===== src/rtl/bilinear_table_interpolator_core_macros.svh =====
// Assertion macros for the bilinear table interpolator.
// Used by the files that assert; needs clk and rst_n in scope.
`ifndef BILINEAR_TABLE_INTERPOLATOR_CORE_MACROS_SVH
`define BILINEAR_TABLE_INTERPOLATOR_CORE_MACROS_SVH
`ifndef SYNTHESIS
`define BTI_ASSERT(lbl, prop, msg) \
    lbl: assert property (@(posedge clk) disable iff (!rst_n) prop) else $error(msg);
`define BTI_NEVER(lbl, expr, msg) \
    `BTI_ASSERT(lbl, !(expr), msg)
`else
`define BTI_ASSERT(lbl, prop, msg)
`define BTI_NEVER(lbl, expr, msg)
`endif
`endif


===== src/rtl/bti_pkg.sv =====
// Shared types and constants of the bilinear table interpolator.
// No dependencies.
`timescale 1ns / 1ps
package bti_pkg;

    localparam int MAX_ROWS_DEF = 8;
    localparam int MAX_COLS_DEF = 8;
    localparam int DATA_W       = 32;
    localparam int FRAC_W       = 16;
    localparam logic [FRAC_W:0] FRAC_ONE = 17'h10000;
    localparam int DIV_STEPS    = FRAC_W;
    localparam int LOC_LAT      = 3;
    localparam int DIV_LAT      = DIV_STEPS + 2;
    localparam int BLEND_LAT    = 3;

    // register indexes
    localparam logic REG_ROWS = 1'b0;
    localparam logic REG_COLS = 1'b1;

    typedef enum logic [1:0] {
        ACT_WR_X   = 2'd0,
        ACT_WR_Y   = 2'd1,
        ACT_WR_VAL = 2'd2,
        ACT_QUERY  = 2'd3
    } action_t;

    typedef struct packed {
        logic clamp_lo;
        logic clamp_hi;
    } frac_ctl_t;

endpackage


===== src/rtl/bti_blend.sv =====
// Three-stage linear blend a + floor((b - a) * f / 65536).
// Depends on bti_pkg.
`timescale 1ns / 1ps
module bti_blend
    import bti_pkg::*;
#(
    parameter int TAG_W = 1
) (
    input  logic                     clk,
    input  logic                     rst_n,
    input  logic                     in_vld,
    input  logic signed [DATA_W-1:0] in_a,
    input  logic signed [DATA_W-1:0] in_b,
    input  logic [FRAC_W:0]          in_frac,
    input  logic [TAG_W-1:0]         in_tag,
    output logic                     out_vld,
    output logic signed [DATA_W-1:0] out_res,
    output logic [TAG_W-1:0]         out_tag
);

    localparam int PW = DATA_W + FRAC_W + 3;

    logic                     s1_vld_reg, s2_vld_reg, s3_vld_reg;
    logic signed [DATA_W-1:0] s1_a_reg, s2_a_reg, s3_res_reg;
    logic signed [DATA_W:0]   s1_diff_reg;
    logic [FRAC_W:0]          s1_frac_reg;
    logic signed [PW-1:0]     s2_prod_reg;
    logic [TAG_W-1:0]         s1_tag_reg, s2_tag_reg, s3_tag_reg;

    always_ff @(posedge clk or negedge rst_n)
    begin
        if (!rst_n)
        begin
            s1_vld_reg <= 1'b0;
            s2_vld_reg <= 1'b0;
            s3_vld_reg <= 1'b0;
        end
        else
        begin
            s1_vld_reg <= in_vld;
            s2_vld_reg <= s1_vld_reg;
            s3_vld_reg <= s2_vld_reg;
        end
    end

    // difference, product, then add back the floored quotient
    always_ff @(posedge clk)
    begin
        s1_a_reg    <= in_a;
        s1_diff_reg <= (DATA_W+1)'(in_b) - (DATA_W+1)'(in_a);
        s1_frac_reg <= in_frac;
        s1_tag_reg  <= in_tag;
        s2_a_reg    <= s1_a_reg;
        s2_prod_reg <= s1_diff_reg * $signed({1'b0, s1_frac_reg});
        s2_tag_reg  <= s1_tag_reg;
        s3_res_reg  <= s2_a_reg + s2_prod_reg[DATA_W+FRAC_W-1:FRAC_W];
        s3_tag_reg  <= s2_tag_reg;
    end

    assign out_vld = s3_vld_reg;
    assign out_res = s3_res_reg;
    assign out_tag = s3_tag_reg;

endmodule

===== config.mk =====
export PLATFORM = sky130hd
export DESIGN_NAME = bti_blend
export DESIGN_NICKNAME = d
export VERILOG_FILES = /design/src/rtl/bilinear_table_interpolator_core_macros.svh /design/src/rtl/bti_pkg.sv /design/src/rtl/bti_blend.sv
export SDC_FILE = /design/constraint.sdc
export NUM_CORES = 2
export LEC_CHECK = 0
export ABC_CLOCK_PERIOD_IN_PS = 9200
export CORE_UTILIZATION = 50
export CTS_BUF_LIST = sky130_fd_sc_hd__clkbuf_2 sky130_fd_sc_hd__clkbuf_4 sky130_fd_sc_hd__clkbuf_8
export DETAILED_ROUTE_END_ITERATION = 7
export DONT_BUFFER_PORTS = 1
export PLACE_DENSITY = 0.64
export SYNTH_ARGS = -nofsm -noshare
export SYNTH_HDL_FRONTEND = slang
export SYNTH_SLANG_ARGS = --single-unit
export TNS_END_PERCENT = 5

===== constraint.sdc =====
create_clock -name clk -period 9.2 [get_ports clk]
set_input_delay 1.38 -clock clk [delete_from_list [all_inputs] [get_ports clk]]
set_output_delay 1.38 -clock clk [all_outputs]
set_load 0.02 [all_outputs]

==> impl_metrics.py <==
metrics = {
    "run_status": {
        "outcome": "finished clean",
    },
    "sta": {
        "maxSlewHeadroom": 0.3073,
        "hold_viol": 0,
        "fmax_mhz": 138.4,
        "final-setup-viol-count": 0,
        "min_period_ps": 7226,
        "finalCritPeriodShare": 0.7854,
        "rsz0062_at_grt": "false",
        "finalSetupTns_ps": 0,
        "slew_viol_final": 0,
        "worstMarginPinSlew_ps": 1038,
        "skew_ps": 28.20,
    },
    "flow_run": {
        "cap_viol_max_count": 0,
    },
    "clock_tree": {
        "postCtsSetupRepairBufs": 0,
        "cts_buffers": 17,
        "clkLatencyLatePin_ps": 570,
        "ctsHtreeMaxLevel": 4,
        "cts_hold_buf": 0,
        "clkSinkCount": 184,
        "cts_tree": "yes",
        "cts_resized": 0,
        "cts_root_buf": "clkbuf_8",
        "clk_pin_slew_ps": 120,
        "cts.path.max_buffers": 2,
    },
    "setup_path": {
        "cp_num_buf_inv": 4,
        "crit_family": "adder cells",
        "cp_data_arrival_time_ps": 7690,
        "end_kind": "flop",
        "cpMaxStageDelayCell": "dfxtp_1",
        "path_class": "reg2reg",
        "startpoint_type": "flop",
        "cp_max_fo": 25,
        "max_stage_delay_ps": 1020,
        "required_ps": 9660,
        "path_common_cell": "fa_1",
        "cp_cell_sequence": "and2_1 > fa_1 > inv_1 > fa_1 > fa_1 > inv_1 > fa_1 > fa_1 > inv_1 > fa_1 > inv_1 > ha_1 > nand4_1 > nor4_4 > a21oi_4 > a21boi_2 > o311ai_4 > a31oi_4 > o311ai_2 > o31ai_2 > and4_1 > nor3_2",
    },
    "global_routing": {
        "track_usage": 0.2587,
        "grt_pass1_vias": 18950,
        "grt_max_degree": 34,
        "grt_pass1_wl_um": 100500,
        "grt_use_met3": 0.03913,
        "met1_usage": 0.3374,
        "busiest_layer": "met2",
        "use_met2": 0.4396,
        "grt-ovfl-total": 0,
        "antenna_found_initial": 9,
    },
    "route": {
        "ant_nets": 0,
        "wire_per_inst_um": 18.26,
        "drc": 0,
        "vias": 17270,
        "drt-initial-drc-count": 971,
        "viasPerCell": 5.199,
        "routed_wl_um": 60640,
        "first_pass_iters": 5,
    },
    "synthesis": {
        "ys_seq_area_frac": 0.1468,
        "syn_inst": 2686,
        "synth.distinct_cells": 68,
        "synth_top_cell_by_area": "fa_1",
        "synthTopCellsByCount": "inv_1, fa_1, and2_1, nand2_1, dfxtp_1",
        "synthMostInstantiatedCell": "inv_1",
        "netlist_top_cells_area": "fa_1, dfxtp_1, inv_1, ha_1, and2_1",
        "yosysWarnings": 0,
        "synth.net_count": 3460,
        "avgSynthCellArea_um2": 9.379,
        "ys_ff_latch": 184,
        "synth_area_mm2": 0.02519,
        "synth-edff-count": 0,
        "yosys.area.top_type_share": 0.4100,
        "dominantRegCellSynth": "dfxtp_1",
        "ys_async_sr_fraction": 0.01630,
    },
    "die": {
        "pin_count": 119,
        "die_area_mm2": 0.05129,
        "core_mm2": 0.04936,
        "start_util": 0.5104,
        "die_y_um": 226.5,
        "die_x_um": 226.5,
        "row_count": 81,
    },
    "finish": {
        "nets": 3412,
        "drive_above_1_share": 0.02942,
        "largest_reg_flops": 33,
        "area_delta_synth_final_pct": 4.351,
    },
    "placement": {
        "gp_congestion": 0.9093,
        "port_buffers": 0,
        "dp_hpwl_um": 48440,
    },
    "min_path": {
        "hp-class": "reg2reg",
    },
}
==> stage by stage <==
stage	hold slack, ps	utilization	instance area (um^2)	cells	setup slack [ps]
floorplan	309.6	-	25190	2686	2986
global placement	310.1	0.5237	25850	3283	2165
detailed placement	312.1	0.5237	25850	3283	1953
CTS	329.6	0.5323	26270	3315	1981
global route	340.4	0.5324	26280	3316	1663
finish	330.1	0.5326	26290	3321	1974
==> layout by cell type (no fill, tap or decap), types with 3 or more instances in the layout <==
master	count
inv_1	652
fa_1	516
nand2_1	301
and2_1	301
dfxtp_1	180
ha_1	173
xnor2_1	73
a21oi_1	65
nor2_1	61
a21o_1	35
o21ai_0	30
nor3_1	23
buf_4	20
xor2_1	19
clkbuf_8	18
nor2b_1	16
nand3_1	13
o21a_1	10
nand2b_1	9
o21bai_1	9
and3_1	8
o211ai_1	7
diode_2	6
a211oi_1	6
o21ai_1	6
a31oi_1	5
o31ai_1	5
inv_6	5
a221oi_1	4
nand4_1	4
and4_1	4
or2_2	4
a21oi_2	3
a21boi_0	3
o31ai_2	3
nor4_1	3
a21boi_1	3
or3_1	3
dfrtp_1	3
==> metal layers <==
layer,wire length (um),vias up,share of wire
met5,34,-,0.00056
met4,1466,6,0.024
met3,3482,101,0.057
met2,29650,443,0.49
met1,26000,8863,0.43
li1,-,7852,-
==> area by class of cell <==
| cell class | count | area [um^2] |
|---|---|---|
| flip-flops and latches | 184 | 3700 |
| well taps | 664 | 830.8 |
| multi-input cells | 1763 | 18720 |
| diodes | 6 | 15.01 |
| repair buffers | 20 | 150.1 |
| fillers | 4562 | 23070 |
| inverters | 652 | 2447 |
| clock buffers | 18 | 247.7 |
| clock inverters | 14 | 177.7 |
==> final timing paths <==
check | startpoint | to | slack, ps | depth (start not counted)
worst max register to register | s1_frac_reg[4] | s2_prod_reg[47] | 1970 | 22
max in group asynchronous | rst_n | out_vld | 8630 | 0
worst min register to register | s1_a_reg[27] | s2_a_reg[27] | 330 | 0
worst max-delay path | s1_frac_reg[4] | s2_prod_reg[47] | 1970 | 22
worst min-delay path | s1_a_reg[27] | s2_a_reg[27] | 330 | 0
min in group asynchronous | rst_n | s1_vld_reg | 500 | 0
==> worst register-to-register path: stages (launching register included) <==
cell and delay (ps):
dfxtp_1 1020, and2_1 270, fa_1 420, inv_1 100, fa_1 420, fa_1 520, inv_1 60, fa_1 520
fa_1 500, inv_1 50, fa_1 480, inv_1 50, ha_1 320, nand4_1 160, nor4_4 380, a21oi_4 150
a21boi_2 340, o311ai_4 160, a31oi_4 310, o311ai_2 190, o31ai_2 420, and4_1 260, nor3_2 50
==> cell families (layout without fill, tap and decap cells) <==
family	count (synthesis)	count (layout)	synth area share
xor+xnor	92	92	0.03198
other cells	0	6	0
fa+ha+maj	689	689	0.4960
buf+inv	739	704	0.1101
flops	184	184	0.1468
simple gates	755	755	0.1511
compound gates	227	227	0.06402
Power is not shown: default switching activity piles up to over one toggle a cycle in this logic, so the estimate is an artifact.
