**src/rtl/bilinear_table_interpolator_core_macros.svh**
```systemverilog
// Assertion macros for the bilinear table interpolator.
// Used by the files that assert; needs clk and rst_n in scope.
`ifndef BILINEAR_TABLE_INTERPOLATOR_CORE_MACROS_SVH
`define BILINEAR_TABLE_INTERPOLATOR_CORE_MACROS_SVH
`ifndef SYNTHESIS
`define BTI_ASSERT(lbl, prop, msg) \
    lbl: assert property (@(posedge clk) disable iff (!rst_n) prop) else $error(msg);
`define BTI_NEVER(lbl, expr, msg) \
    `BTI_ASSERT(lbl, !(expr), msg)
`else
`define BTI_ASSERT(lbl, prop, msg)
`define BTI_NEVER(lbl, expr, msg)
`endif
`endif

```
**src/rtl/bti_pkg.sv**
```systemverilog
// Shared types and constants of the bilinear table interpolator.
// No dependencies.
`timescale 1ns / 1ps
package bti_pkg;

    localparam int MAX_ROWS_DEF = 8;
    localparam int MAX_COLS_DEF = 8;
    localparam int DATA_W       = 32;
    localparam int FRAC_W       = 16;
    localparam logic [FRAC_W:0] FRAC_ONE = 17'h10000;
    localparam int DIV_STEPS    = FRAC_W;
    localparam int LOC_LAT      = 3;
    localparam int DIV_LAT      = DIV_STEPS + 2;
    localparam int BLEND_LAT    = 3;

    // register indexes
    localparam logic REG_ROWS = 1'b0;
    localparam logic REG_COLS = 1'b1;

    typedef enum logic [1:0] {
        ACT_WR_X   = 2'd0,
        ACT_WR_Y   = 2'd1,
        ACT_WR_VAL = 2'd2,
        ACT_QUERY  = 2'd3
    } action_t;

    typedef struct packed {
        logic clamp_lo;
        logic clamp_hi;
    } frac_ctl_t;

endpackage

```
**src/rtl/bti_frac_div.sv**
```systemverilog
// Pipelined restoring divider, one quotient bit per stage, giving the fraction.
// Depends on bti_pkg.
`timescale 1ns / 1ps
module bti_frac_div
    import bti_pkg::*;
#(
    parameter int TAG_W = 1
) (
    input  logic              clk,
    input  logic              rst_n,
    input  logic              in_vld,
    input  logic [DATA_W-1:0] in_num,
    input  logic [DATA_W-1:0] in_span,
    input  frac_ctl_t         in_ctl,
    input  logic [TAG_W-1:0]  in_tag,
    output logic              out_vld,
    output logic [FRAC_W:0]   out_frac,
    output logic [TAG_W-1:0]  out_tag
);

    logic              vld_reg  [DIV_STEPS+1];
    logic [DATA_W-1:0] rem_reg  [DIV_STEPS+1];
    logic [DATA_W-1:0] span_reg [DIV_STEPS+1];
    logic [FRAC_W-1:0] quo_reg  [DIV_STEPS+1];
    frac_ctl_t         ctl_reg  [DIV_STEPS+1];
    logic [TAG_W-1:0]  tag_reg  [DIV_STEPS+1];
    logic [DATA_W-1:0] rem_next [DIV_STEPS];
    logic [FRAC_W-1:0] quo_next [DIV_STEPS];
    logic [FRAC_W:0]   frac_next;
    logic              out_vld_reg;
    logic [FRAC_W:0]   out_frac_reg;
    logic [TAG_W-1:0]  out_tag_reg;

    // one shift-and-subtract per stage
    always_comb
    begin
        logic [DATA_W:0] r2;
        logic            ge;
        r2 = '0;
        ge = 1'b0;
        for (int k = 0; k < DIV_STEPS; k++)
        begin
            r2 = {rem_reg[k], 1'b0};
            ge = r2 >= {1'b0, span_reg[k]};
            rem_next[k] = ge ? DATA_W'(r2 - {1'b0, span_reg[k]}) : DATA_W'(r2);
            quo_next[k] = {quo_reg[k][FRAC_W-2:0], ge};
        end
    end

    // clamp below the first point to zero and above the last to one
    always_comb
    begin
        if (ctl_reg[DIV_STEPS].clamp_lo)
            frac_next = '0;
        else if (ctl_reg[DIV_STEPS].clamp_hi)
            frac_next = FRAC_ONE;
        else
            frac_next = {1'b0, quo_reg[DIV_STEPS]};
    end

    always_ff @(posedge clk or negedge rst_n)
    begin
        if (!rst_n)
        begin
            for (int k = 0; k <= DIV_STEPS; k++)
            begin
                vld_reg[k] <= 1'b0;
            end
            out_vld_reg <= 1'b0;
        end
        else
        begin
            vld_reg[0] <= in_vld;
            for (int k = 0; k < DIV_STEPS; k++)
            begin
                vld_reg[k+1] <= vld_reg[k];
            end
            out_vld_reg <= vld_reg[DIV_STEPS];
        end
    end

    always_ff @(posedge clk)
    begin
        rem_reg[0]  <= in_num;
        span_reg[0] <= in_span;
        quo_reg[0]  <= '0;
        ctl_reg[0]  <= in_ctl;
        tag_reg[0]  <= in_tag;
        for (int k = 0; k < DIV_STEPS; k++)
        begin
            rem_reg[k+1]  <= rem_next[k];
            span_reg[k+1] <= span_reg[k];
            quo_reg[k+1]  <= quo_next[k];
            ctl_reg[k+1]  <= ctl_reg[k];
            tag_reg[k+1]  <= tag_reg[k];
        end
        out_frac_reg <= frac_next;
        out_tag_reg  <= tag_reg[DIV_STEPS];
    end

    assign out_vld  = out_vld_reg;
    assign out_frac = out_frac_reg;
    assign out_tag  = out_tag_reg;

endmodule

```
**config.mk**
```make
export PLATFORM = sky130hd
export DESIGN_NAME = bti_frac_div
export DESIGN_NICKNAME = d
export VERILOG_FILES = /design/src/rtl/bilinear_table_interpolator_core_macros.svh /design/src/rtl/bti_pkg.sv /design/src/rtl/bti_frac_div.sv
export SDC_FILE = /design/constraint.sdc
export NUM_CORES = 2
export LEC_CHECK = 0
export BUFFER_PORTS_ARGS = -buffer_cell sky130_fd_sc_hd__buf_2
export CAP_MARGIN = 10
export CORE_MARGIN = 2
export CORE_UTILIZATION = 30
export CTS_CLUSTER_DIAMETER = 30
export DETAILED_ROUTE_END_ITERATION = 6
export HOLD_SLACK_MARGIN = 0.1
export RECOVER_POWER = 25
export SLEW_MARGIN = 20
export SYNTH_ARGS = -nofsm -noshare
export SYNTH_HDL_FRONTEND = slang
export SYNTH_SLANG_ARGS = --single-unit
```
**constraint.sdc**
```tcl
create_clock -name clk -period 3.65 [get_ports clk]
set_clock_uncertainty 0.2 [all_clocks]
set_input_delay 0.1825 -clock clk [delete_from_list [all_inputs] [get_ports clk]]
set_output_delay 0.1825 -clock clk [all_outputs]
set_load 0.03 [all_outputs]
```
==> flow_metrics.env <==
export IMPL_layout_drive_gt1_share_pct=18.0
export IMPL_ys_types=96
export IMPL_drc_errors=0
export IMPL_pre_cts_ws_ns=-0.165
export IMPL_ys_flop_type="dfxtp_1"
export IMPL_irDropWorstVdd_mv=0.574
export IMPL_yosysSeqAreaShare_pct=44.4
export IMPL_drtIter0Drc=1850
export IMPL_p_comb_share_pct=42.5
export IMPL_routed_wl_um=136000
export IMPL_netlist_instances=6079
export IMPL_insertion_delay_ns=0.90
export IMPL_synth_seq_cells=1247
export IMPL_ant_nets=0
export IMPL_powerDensity_nw_per_um2=1060
export IMPL_min_period_ns=3.65
export IMPL_grt_overflow_total=0
export IMPL_arrival_ns=4.19
export IMPL_portBuffers=88
export IMPL_num_rows=159
export IMPL_tightestPinTransition_ns=0.779
export IMPL_syn_to_final_growth_pct=33.0
export IMPL_hold_viol=0
export IMPL_core_um2=187000
export IMPL_cap_viol_max_count=0
export IMPL_gp_congestion=0.936
export IMPL_setup_viol=0
export IMPL_antenna_found_initial=2
export IMPL_min_path_type="flop to flop"
export IMPL_grt_usage_pct=13.8
export IMPL_seqPwrFrac_pct=24.8
export IMPL_fin_nets=7437
export IMPL_synth_simple_area_share_pct=11.0
export IMPL_fin_util_pct=40.1
export IMPL_drtPass1Iterations=7
export IMPL_die_width_um=438
export IMPL_synth_compound_area_share_pct=17.9
export IMPL_fin_tns_setup_ns=0
export IMPL_grt_max_degree=46
export IMPL_wl_per_cell_um=14.3
export IMPL_path_max_fanout=6
export IMPL_status="finished clean"
export IMPL_slew_headroom_pct=47.6
export IMPL_post_dp_hpwl_um=99800
export IMPL_start_util_pct=30.1
export IMPL_p_total_mw=79.9
export IMPL_grt_pass1_wl_um=219000
export IMPL_insertedDiodeCount=0
export IMPL_setup_ws_ns=0.00138
export IMPL_critPathRequiredTime_ns=4.19
export IMPL_cts_tree="built"
export IMPL_syn_num_nets=6675
export IMPL_ys_warn_count=0
export IMPL_finalCritPeriodShare_pct=100
export IMPL_grt_pass1_vias=45600
export IMPL_vias=44200
export IMPL_synth_adder_area_share_pct=11.9
export IMPL_p_sw_share_pct=34.4
export IMPL_clockBufferDepth=4
export IMPL_fin_area_um2=75100
export IMPL_avgSynthCellArea_um2=9.29
export IMPL_async_flop_share_pct=1.44
export IMPL_synthXorXnorAreaFrac_pct=6.34
export IMPL_viasPerCell=4.63
export IMPL_io_pin_count=89
export IMPL_fmaxAchievable_mhz=274
export IMPL_p_switching_mw=27.4
export IMPL_path_class="flop to flop"
export IMPL_rsz0062_at_grt="yes"
export IMPL_cts_root_buffer="clkbuf_16"
export IMPL_cts_buffers=301
export IMPL_postPlaceCellArea_um2=62300
export IMPL_startpoint_type="flop"
export IMPL_p_int_mw=52.4
export IMPL_cts_sinks=1247
export IMPL_synth_edff_count=0
export IMPL_cts_htree_levels=5
export IMPL_dieArea_um2=192000
export IMPL_die_h_um=438
export IMPL_netlist_area_um2=56500
export IMPL_mostFrequentLayoutCell="dfxtp_1"
export IMPL_drv_slew=0
export IMPL_synthMuxAreaShare_pct=3.16
export IMPL_leakagePower_nw=34.6
export IMPL_critical_path_endpoint_type="flop"
export IMPL_final_cell_mix="dfxtp_1, inv_1, nand2_1"
export IMPL_power_frac_clock_pct=32.6
export IMPL_synth_top_family_by_area="compound AO/OA/AOI/OAI gates"
export IMPL_clk_pin_slew_ns=0.04
[worst paths after layout]
| path | from | endpoint | slack, ns | cells after the start |
|---|---|---|---|---|
| worst max-delay path | span_reg[0][257]$_DFF_P_ | rem_reg[0][310]$_DFF_P_ | 0.001 | 17 |
| worst min-delay path | tag_reg[15]$_DFF_P_ | tag_reg[16]$_DFF_P_ | 0.10 | 0 |
| worst max register to register | span_reg[0][257]$_DFF_P_ | rem_reg[0][310]$_DFF_P_ | 0.001 | 17 |
| worst min register to register | tag_reg[15]$_DFF_P_ | tag_reg[16]$_DFF_P_ | 0.10 | 0 |
| max in group asynchronous | rst_n | vld_reg[11]$_DFF_PN0_ | 2.47 | 3 |
| min in group asynchronous | rst_n | vld_reg[3]$_DFF_PN0_ | 0.27 | 3 |
[cells by family (layout without fill, tap and decap cells)]
group                      count (synthesis)  after routing
AOI/OAI and AO/OA                       1615           1617
xor gates and xnor gates                 409            409
adders and majority gates                526            526
buffers and inverters                    786           1765
DFF                                     1247           1247
muxes                                    159            159
and+or+nand+nor                         1337           1337
[critical path, cell delays in order, from the launching register on]
cell	delay (ns)
dfxtp_2	0.32
inv_2	0.04
ha_4	0.21
nor2b_4	0.13
o31a_1	0.29
o211ai_1	0.18
buf_4	0.16
nand3_4	0.08
a31oi_4	0.25
o221ai_4	0.18
a21oi_2	0.24
o21ai_2	0.09
a21o_1	0.19
a41oi_4	0.24
buf_12	0.17
buf_8	0.12
buf_12	0.12
mux2_4	0.29
[what timing repair did]
item                                   CTS  global route
pin swaps                                4            49
resized for setup                       30           166
endpoints found under the hold margin   87             0
setup endpoints to repair              136           376
gates cloned                             3             6
buffers inserted                         9            18
hold buffers                           139             0
[metal layers]
metal | vias up | global-route usage [%] | wire length [um]
met5 | - | 0 | 0
met4 | 0 | 9.33 | 8800
met3 | 510 | 2.74 | 5190
met2 | 1055 | 25.2 | 68000
met1 | 20100 | 14.2 | 54200
li1 | 22600 | - | -
[cell type report]
cell class                      instances  area [um2]
Timing Repair Buffer                  615        5160
Tap cell                             2495        3120
Fill cell                           18100      112000
Clock buffer                          402        8590
Inverter                              628        2360
Multi-Input combinational cell       4048       29300
Sequential cell                      1247       25100
Clock inverter                        120        1520
[synth_stat cells (66+ instances only)]
cell         n  area (um2)
a21o_1     228        1710
a21oi_1    443        2220
clkbuf_1   118         443
dfxtp_1   1229       24600
ha_1       511        6390
inv_1      627        2350
mux2_2     152        1710
nand2_1    528        1980
nand2b_1    66         413
nand3_1     86         430
nand4_1     78         488
nor2_1     286        1070
nor2b_1     84         526
o21ai_0    478        2390
xnor2_1    223        1950
xor2_1     186        1630
[power by group through the flow]
stage / logic, mW / clock network, mW / registers [mW]
floorplan: 23.1 / 0 / 19.2
global placement: 31.2 / 0 / 20.0
detailed placement: 31.7 / 0 / 20.0
CTS: 32.5 / 26.7 / 19.8
global route: 37.7 / 27.5 / 20.2
finish: 34.0 / 26.1 / 19.8
[stage by stage]
step	std cells	hold WS, ns
final	9555	0.103
after global routing	9555	0.111
after CTS	9531	0.104
after detailed placement	8858	-0.0744
after global placement	8858	-0.0897
after floorplan	6079	-0.313
(Power assumes the default switching activity.)
