File: src/rtl/bilinear_table_interpolator_core_macros.svh
// Assertion macros for the bilinear table interpolator.
// Used by the files that assert; needs clk and rst_n in scope.
`ifndef BILINEAR_TABLE_INTERPOLATOR_CORE_MACROS_SVH
`define BILINEAR_TABLE_INTERPOLATOR_CORE_MACROS_SVH
`ifndef SYNTHESIS
`define BTI_ASSERT(lbl, prop, msg) \
    lbl: assert property (@(posedge clk) disable iff (!rst_n) prop) else $error(msg);
`define BTI_NEVER(lbl, expr, msg) \
    `BTI_ASSERT(lbl, !(expr), msg)
`else
`define BTI_ASSERT(lbl, prop, msg)
`define BTI_NEVER(lbl, expr, msg)
`endif
`endif

File: src/rtl/bti_pkg.sv
// Shared types and constants of the bilinear table interpolator.
// No dependencies.
`timescale 1ns / 1ps
package bti_pkg;

    localparam int MAX_ROWS_DEF = 8;
    localparam int MAX_COLS_DEF = 8;
    localparam int DATA_W       = 32;
    localparam int FRAC_W       = 16;
    localparam logic [FRAC_W:0] FRAC_ONE = 17'h10000;
    localparam int DIV_STEPS    = FRAC_W;
    localparam int LOC_LAT      = 3;
    localparam int DIV_LAT      = DIV_STEPS + 2;
    localparam int BLEND_LAT    = 3;

    // register indexes
    localparam logic REG_ROWS = 1'b0;
    localparam logic REG_COLS = 1'b1;

    typedef enum logic [1:0] {
        ACT_WR_X   = 2'd0,
        ACT_WR_Y   = 2'd1,
        ACT_WR_VAL = 2'd2,
        ACT_QUERY  = 2'd3
    } action_t;

    typedef struct packed {
        logic clamp_lo;
        logic clamp_hi;
    } frac_ctl_t;

endpackage

File: src/rtl/bti_axis_locate.sv
// Axis segment search: compare, binary search, segment offset and width.
// Depends on bti_pkg.
`timescale 1ns / 1ps
module bti_axis_locate
    import bti_pkg::*;
#(
    parameter int MAX_N = MAX_ROWS_DEF,
    localparam int IXW = $clog2(MAX_N),
    localparam int NW  = $clog2(MAX_N + 1)
) (
    input  logic                     clk,
    input  logic                     rst_n,
    input  logic                     in_vld,
    input  logic signed [DATA_W-1:0] in_v,
    input  logic [NW-1:0]            in_n,
    input  logic signed [DATA_W-1:0] pts [MAX_N],
    output logic                     out_vld,
    output logic [IXW-1:0]           out_seg,
    output frac_ctl_t                out_ctl,
    output logic [DATA_W-1:0]        out_num,
    output logic [DATA_W-1:0]        out_span
);

    localparam int STEPS = (IXW > 0) ? IXW : 1;

    logic                     s1_vld_reg, s2_vld_reg, s3_vld_reg;
    logic signed [DATA_W-1:0] s1_v_reg, s2_v_reg;
    logic [NW-1:0]            s1_n_reg;
    logic [MAX_N-1:0]         s1_lt_reg, s1_lt_next;
    frac_ctl_t                s1_ctl_reg, s1_ctl_next, s2_ctl_reg, s3_ctl_reg;
    logic [IXW-1:0]           s2_seg_reg, s2_seg_next, s3_seg_reg;
    logic signed [DATA_W-1:0] s2_alo_reg, s2_alo_next, s2_ahi_reg, s2_ahi_next;
    logic [DATA_W-1:0]        s3_num_reg, s3_span_reg;

    // compare the query against every breakpoint
    always_comb
    begin
        for (int i = 0; i < MAX_N; i++)
        begin
            s1_lt_next[i] = in_v < pts[i];
        end
        s1_ctl_next.clamp_lo = in_v <= pts[0];
        s1_ctl_next.clamp_hi = in_v >= pts[IXW'(in_n - NW'(1))];
    end

    // binary search over the compare bits, then pick the segment ends
    always_comb
    begin
        logic [IXW-1:0] lo;
        logic [IXW-1:0] hi;
        logic [IXW-1:0] mid;
        lo = '0;
        hi = IXW'(s1_n_reg - NW'(1));
        mid = '0;
        for (int s = 0; s < STEPS; s++)
        begin
            if ((hi - lo) > IXW'(1))
            begin
                mid = lo + ((hi - lo) >> 1);
                if (s1_lt_reg[mid])
                    hi = mid;
                else
                    lo = mid;
            end
        end
        s2_alo_next = pts[lo];
        s2_ahi_next = pts[hi];
        if (s1_ctl_reg.clamp_lo)
            s2_seg_next = '0;
        else if (s1_ctl_reg.clamp_hi)
            s2_seg_next = IXW'(s1_n_reg - NW'(2));
        else
            s2_seg_next = lo;
    end

    always_ff @(posedge clk or negedge rst_n)
    begin
        if (!rst_n)
        begin
            s1_vld_reg <= 1'b0;
            s2_vld_reg <= 1'b0;
            s3_vld_reg <= 1'b0;
        end
        else
        begin
            s1_vld_reg <= in_vld;
            s2_vld_reg <= s1_vld_reg;
            s3_vld_reg <= s2_vld_reg;
        end
    end

    always_ff @(posedge clk)
    begin
        s1_v_reg    <= in_v;
        s1_n_reg    <= in_n;
        s1_lt_reg   <= s1_lt_next;
        s1_ctl_reg  <= s1_ctl_next;
        s2_v_reg    <= s1_v_reg;
        s2_ctl_reg  <= s1_ctl_reg;
        s2_seg_reg  <= s2_seg_next;
        s2_alo_reg  <= s2_alo_next;
        s2_ahi_reg  <= s2_ahi_next;
        s3_ctl_reg  <= s2_ctl_reg;
        s3_seg_reg  <= s2_seg_reg;
        s3_num_reg  <= DATA_W'(s2_v_reg - s2_alo_reg);
        s3_span_reg <= DATA_W'(s2_ahi_reg - s2_alo_reg);
    end

    assign out_vld  = s3_vld_reg;
    assign out_seg  = s3_seg_reg;
    assign out_ctl  = s3_ctl_reg;
    assign out_num  = s3_num_reg;
    assign out_span = s3_span_reg;

endmodule

File: config.mk
export PLATFORM = sky130hd
export DESIGN_NAME = bti_axis_locate
export DESIGN_NICKNAME = d
export VERILOG_FILES = /design/src/rtl/bilinear_table_interpolator_core_macros.svh /design/src/rtl/bti_pkg.sv /design/src/rtl/bti_axis_locate.sv
export SDC_FILE = /design/constraint.sdc
export NUM_CORES = 1
export LEC_CHECK = 0
export BUFFER_PORTS_ARGS = -buffer_cell sky130_fd_sc_hd__buf_2
export CAP_MARGIN = 0
export CORE_UTILIZATION = 45
export CTS_BUF_LIST = sky130_fd_sc_hd__clkbuf_16
export DETAILED_ROUTE_END_ITERATION = 10
export HOLD_SLACK_MARGIN = 0.1
export PLACE_DENSITY_LB_ADDON = 0.12
export SYNTH_ARGS = -nofsm -noshare
export SYNTH_HDL_FRONTEND = slang
export SYNTH_SLANG_ARGS = --single-unit
export TNS_END_PERCENT = 20
File: constraint.sdc
create_clock -name clk -period 11.4 [get_ports clk]
set_input_delay 1.14 -clock clk [delete_from_list [all_inputs] [get_ports clk]]
set_output_delay 1.14 -clock clk [all_outputs]
set_load 0.03 [all_outputs]
==> flow_summary_export.csv, run 1 <==
group,metric,value,unit
final_layout,area_growth,15.7,%
route,dr.pass1.iters,6,
placed_design,pre_cts_slack,838,ps
placed_design,placed_area,0.0244,mm²
timing,min_period,10780,ps
logic_synthesis,ys_async_sr_fraction,1.38,%
global_route,grt-ovfl-total,0,
global_route,busiest_layer,"met2",
flow_run,drv_cap,0,
logic_synthesis,syn_inst,2499,
timing,slew_headroom,20.7,%
floorplan,chipHeight,222,µm
clocking,root_buffer,"clkbuf_16",
logic_synthesis,syn_area_per_cell,8.75,µm²
logic_synthesis,synth_edf_count,0,
min_path,hold_class,"flip-flop to flip-flop",
global_route,grt_util_met3,5.69,%
final_layout,final_util,52.9,%
clocking,clock-sinks,218,
timing,fin_worst_skew,13.0,ps
route,route.antenna.remaining_nets,0,
timing,fmax,92.8,MHz
floorplan,num_io_pins,365,
timing,rsz0062_at_grt,"false",
global_route,gr-usage-met1,47.4,%
placed_design,place.gp.congestion,1.03,
final_layout,nets,3480,
global_route,grt_start_max_net_pins,54,
clocking,post-cts-setup-buffers,0,
global_route,antenna_found_initial,13,
clocking,clk_latency,560,ps
logic_synthesis,synth_cell_types,75,
placed_design,hpwl,70.4,mm
clocking,clk_path_buf_depth,3,
clocking,cts_tree,"built",
floorplan,fp.coreArea,0.0478,mm²
timing,setup_ws,622,ps
floorplan,initial_utilization,45.7,%
clocking,holdBufCountCts,0,
clocking,htreeDepth,1,
global_route,track_usage,34.2,%
route,drt_iter0_drc,1989,
final_layout,final_common_cell,"buf_2",
timing,fin_crit_sh,94.5,%
setup_path,critPathLaunchType,"flip-flop",
logic_synthesis,ys_seq_area_share,20.0,%
route,totalWireLength,86.3,mm
timing,tightestPinTransition,1160,ps
timing,maxSlewViolCount,0,
final_layout,stdcell_area,0.0253,mm²
timing,setup_tns,0,ps
global_route,grt_pass1_wl,128,mm
setup_path,critPathKind,"flip-flop to flip-flop",
global_route,grt_pass1_vias,20700,
setup_path,slowest_stage,"mux4_2",
logic_synthesis,synth_warnings,0,
route,vias_per_cell,6.10,
timing,hold_viol_final,0,
global_route,use_met2,52.5,%
clocking,clkSlewWorstSetupHoldPaths,60,ps
floorplan,fp.dieW,222,µm
logic_synthesis,ys_seq_elements,218,
setup_path,required,11790,ps
logic_synthesis,syn_nets,3150,
setup_path,cp.arrival,11170,ps
setup_path,path_max_fanout,30,
clocking,cts_buffers,25,
floorplan,rows,80,
setup_path,worst_path_most_repeated_cell,"inv_1",
route,wl_per_cell,24.9,µm
route,route.vias.total,21200,
floorplan,die_area,0.0495,mm²
run_status,status,"finished, final reports clean",
timing,setup_viol,0,
placed_design,port_buffers,363,
setup_path,max_stage_delay,690,ps
setup_path,critPathCaptureType,"flip-flop",
logic_synthesis,synth.cell_area,0.0219,mm²
final_layout,layout_common_cells,"buf_2, ha_1, inv_1",
final_layout,layout-drive-gt1-share,18.9,%
route,route.detailed.drc,0,
logic_synthesis,ys.flop_type,"dfxtp_1",
clocking,cts-resized-gates,0,
==> cells by family after synthesis <==
kind of cell	share of synthesized area, %
buf+inv	7.77
fa+ha+maj	20.6
flops	20.0
mux	20.4
simple gates	10.6
xor+xnor	2.36
compound gates	18.3
==> cells in the mapped netlist (15+ instances only) <==
| library cell | instances | area, µm² |
|---|---|---|
| a221oi_1 | 29 | 254 |
| a211oi_1 | 20 | 150 |
| and3_1 | 19 | 119 |
| nand2b_1 | 38 | 238 |
| o21ai_0 | 109 | 546 |
| nor3_1 | 15 | 75.1 |
| mux2i_1 | 282 | 2820 |
| nand3_1 | 27 | 135 |
| mux4_2 | 67 | 1510 |
| xor2_1 | 18 | 158 |
| clkbuf_1 | 40 | 150 |
| a21oi_1 | 211 | 1060 |
| dfxtp_1 | 215 | 4300 |
| nand2_1 | 185 | 694 |
| o21a_1 | 23 | 173 |
| xnor2_1 | 41 | 359 |
| nor2_1 | 72 | 270 |
| inv_1 | 324 | 1220 |
| o211ai_1 | 20 | 150 |
| nand4_1 | 36 | 225 |
| ha_1 | 350 | 4380 |
| a2111oi_0 | 18 | 158 |
| a21o_1 | 78 | 586 |
| nor2b_1 | 44 | 275 |
| buf_2 | 25 | 125 |
==> routing by layer <==
metal  vias to the layer above  share of wire [%]
met5                         -              0.015
met4                         2                4.1
met3                       202                8.8
met2                      1071                 43
met1                     10100                 44
li1                       9744                  -
==> area by class of cell <==
class | count | area [µm²]
fillers | 4602 | 22500
multi-input cells | 1868 | 15900
flip-flops and latches | 218 | 4380
repair buffers | 392 | 2120
inverters | 324 | 1220
well taps | 615 | 769
clock buffers | 25 | 626
clock inverters | 19 | 241
diodes | 10 | 25.0
==> path summary, 6_finish.rpt <==
check                             start       endpoint  slack (ps)  cells past startpoint
hold reg to reg            s1_v_reg[24]   s2_v_reg[24]         320                      0
min in group asynchronous         rst_n     s1_vld_reg         370                      1
max in group asynchronous         rst_n        out_vld       10920                      1
setup reg to reg            s1_n_reg[1]  s2_alo_reg[1]         620                     30
hold / removal             s1_v_reg[24]   s2_v_reg[24]         320                      0
setup / recovery            s1_n_reg[1]  s2_alo_reg[1]         620                     30
==> critical path, delay by kind of cell (launching register included) <==
| family | cells | cell delay (ps) |
|---|---|---|
| buf+inv | 5 | 440 |
| fa+ha+maj | 8 | 3130 |
| xor+xnor | 1 | 420 |
| compound gates | 3 | 970 |
| mux | 6 | 2800 |
| flops | 1 | 380 |
| simple gates | 7 | 2460 |
==> per-stage QoR <==
step	hold WS, ps	cells
after floorplan	310	2499
after global placement	311	3417
after detailed placement	312	3417
after CTS	325	3461
after global routing	332	3469
final	322	3471
Power of run 1 is left out: the tool's default activity adds up to more than one toggle a clock period on the data nets, which glitch-free logic cannot reach.
==> run 2, diff against run 1 <==
- CELL_PAD_IN_SITES_DETAIL_PLACEMENT: default -> 1
- CELL_PAD_IN_SITES_GLOBAL_PLACEMENT: default -> 2
- CORE_UTILIZATION: 45 -> 35
- MAX_ROUTING_LAYER: default -> met4
==> run 2 against run 1 <==
Against the previous run:
- cell area is 1.1% higher
- non-clock buffer count is 1 higher
- global-route usage is 2.5 points lower
- critical path depth is 1 higher
- final cell count is 6.5% higher
- clock-buffer cell count is 4 higher
- maximum frequency is 0.19% higher
- hold slack better by 2.7 ps
==> flow_summary_export.csv, run 2 (synthesis gave the netlist of run 1 again) <==
group,metric,value,unit
clocking,holdBufCountCts,0,
floorplan,fp.dieW,252,µm
clocking,htreeDepth,1,
final_layout,layout-drive-gt1-share,19.2,%
setup_path,reg2regPathDepth,31,
setup_path,r2r_end,"s2_alo_reg[5]",
clocking,cts_tree,"built",
timing,rsz0062_at_grt,"false",
clocking,clkSlewWorstSetupHoldPaths,60,ps
setup_path,cp_num_buf_inv,6,
route,totalWireLength,99.4,mm
timing,hold_viol_final,0,
setup_path,r2r_slack,640,ps
run_status,status,"finished, final reports clean",
timing,fmax,93.0,MHz
min_path,whs_path_depth,0,
route,drt_iter0_drc,1247,
setup_path,required,11870,ps
placed_design,pre_cts_slack,634,ps
final_layout,nets,3485,
placed_design,place.gp.congestion,0.972,
timing,maxSlewViolCount,0,
global_route,grt_pass1_vias,21900,
min_path,min_from,"s1_v_reg[2]",
final_layout,area_growth,17.0,%
timing,setup_viol,0,
min_path,worstHoldEndpoint,"s2_v_reg[2]",
timing,min_period,10760,ps
route,route.vias.total,20900,
route,wl_per_cell,26.9,µm
timing,tightestPinTransition,1320,ps
final_layout,final_common_cell,"buf_2",
placed_design,port_buffers,363,
global_route,grt_pass1_wl,145,mm
min_path,hold_class,"flip-flop to flip-flop",
clocking,clk_latency,600,ps
floorplan,die_area,0.0635,mm²
route,wl_met3,5.16,mm
floorplan,initial_utilization,35.4,%
clocking,clk_path_buf_depth,3,
final_layout,stdcell_area,0.0256,mm²
placed_design,dp_cells,3640,
setup_path,worst_path_most_repeated_cell,"inv_1",
route,dr.pass1.iters,5,
setup_path,startpoint,"s1_n_reg[1]",
setup_path,critPathLaunchType,"flip-flop",
clocking,clock-sinks,218,
route,route.antenna.remaining_nets,0,
setup_path,r2r_start,"s1_n_reg[1]",
setup_path,cp.arrival,11230,ps
flow_run,drv_cap,0,
setup_path,slowest_stage,"nor2_2",
setup_path,critPathTopFamily,"adder cells",
floorplan,num_io_pins,365,
timing,fin_crit_sh,94.4,%
placed_design,hpwl,81.8,mm
floorplan,fp.coreArea,0.0617,mm²
route,route.detailed.drc,0,
global_route,grt-ovfl-total,0,
clocking,post-cts-setup-buffers,0,
global_route,grt_start_max_net_pins,51,
clocking,cts_buffers,29,
clocking,cts-resized-gates,0,
route,vias_per_cell,5.66,
timing,setup_ws,643,ps
clocking,root_buffer,"clkbuf_16",
setup_path,path_max_fanout,29,
final_layout,fin_cells,3698,
timing,setup_tns,0,ps
setup_path,critPathCaptureType,"flip-flop",
setup_path,max_stage_delay,1040,ps
route,wl_met2,45.3,mm
route,drt-met1-wl,46.8,mm
global_route,antenna_found_initial,9,
route,routed.top_layer,"met4",
setup_path,critPathKind,"flip-flop to flip-flop",
global_route,track_usage,31.7,%
timing,slew_headroom,12.1,%
floorplan,rows,91,
timing,fin_worst_skew,17.2,ps
floorplan,chipHeight,252,µm
placed_design,placed_area,0.0247,mm²
final_layout,layout_common_cells,"buf_2, ha_1, inv_1",
==> run 2: routing by layer <==
layer,vias up,track usage [%]
met5,-,-
met4,0,6.67
met3,116,3.52
met2,616,50.6
met1,10500,42.9
li1,9736,-
==> run 2: per-stage QoR <==
| step | hold WS [ps] | util (%) |
|---|---|---|
| final | 325 | 41.5 |
| after global routing | 320 | 41.5 |
| after CTS | 304 | 41.4 |
| after detailed placement | 313 | 39.9 |
| after global placement | 311 | 39.9 |
| after floorplan | 310 | - |
==> run 2: worst max path at each step <==
stage                     endpoint  slack, ps  cells after the start
floorplan            s2_alo_reg[4]       2390                     32
global placement    s2_alo_reg[30]        760                     31
detailed placement  s2_alo_reg[30]        630                     31
CTS                 s2_alo_reg[30]        590                     31
global route        s2_alo_reg[15]        160                     31
finish               s2_alo_reg[5]        640                     31
==> run 2: area by class of cell <==
cell class	instances	area [µm²]
Clock buffer	29	726
Antenna cell	4	10.0
Fill cell	7385	36100
Timing Repair Buffer	393	2080
Tap cell	837	1050
Inverter	324	1220
Sequential cell	218	4380
Clock inverter	25	200
Multi-Input combinational cell	1868	15900
Power of run 2 is left out for the same reason.
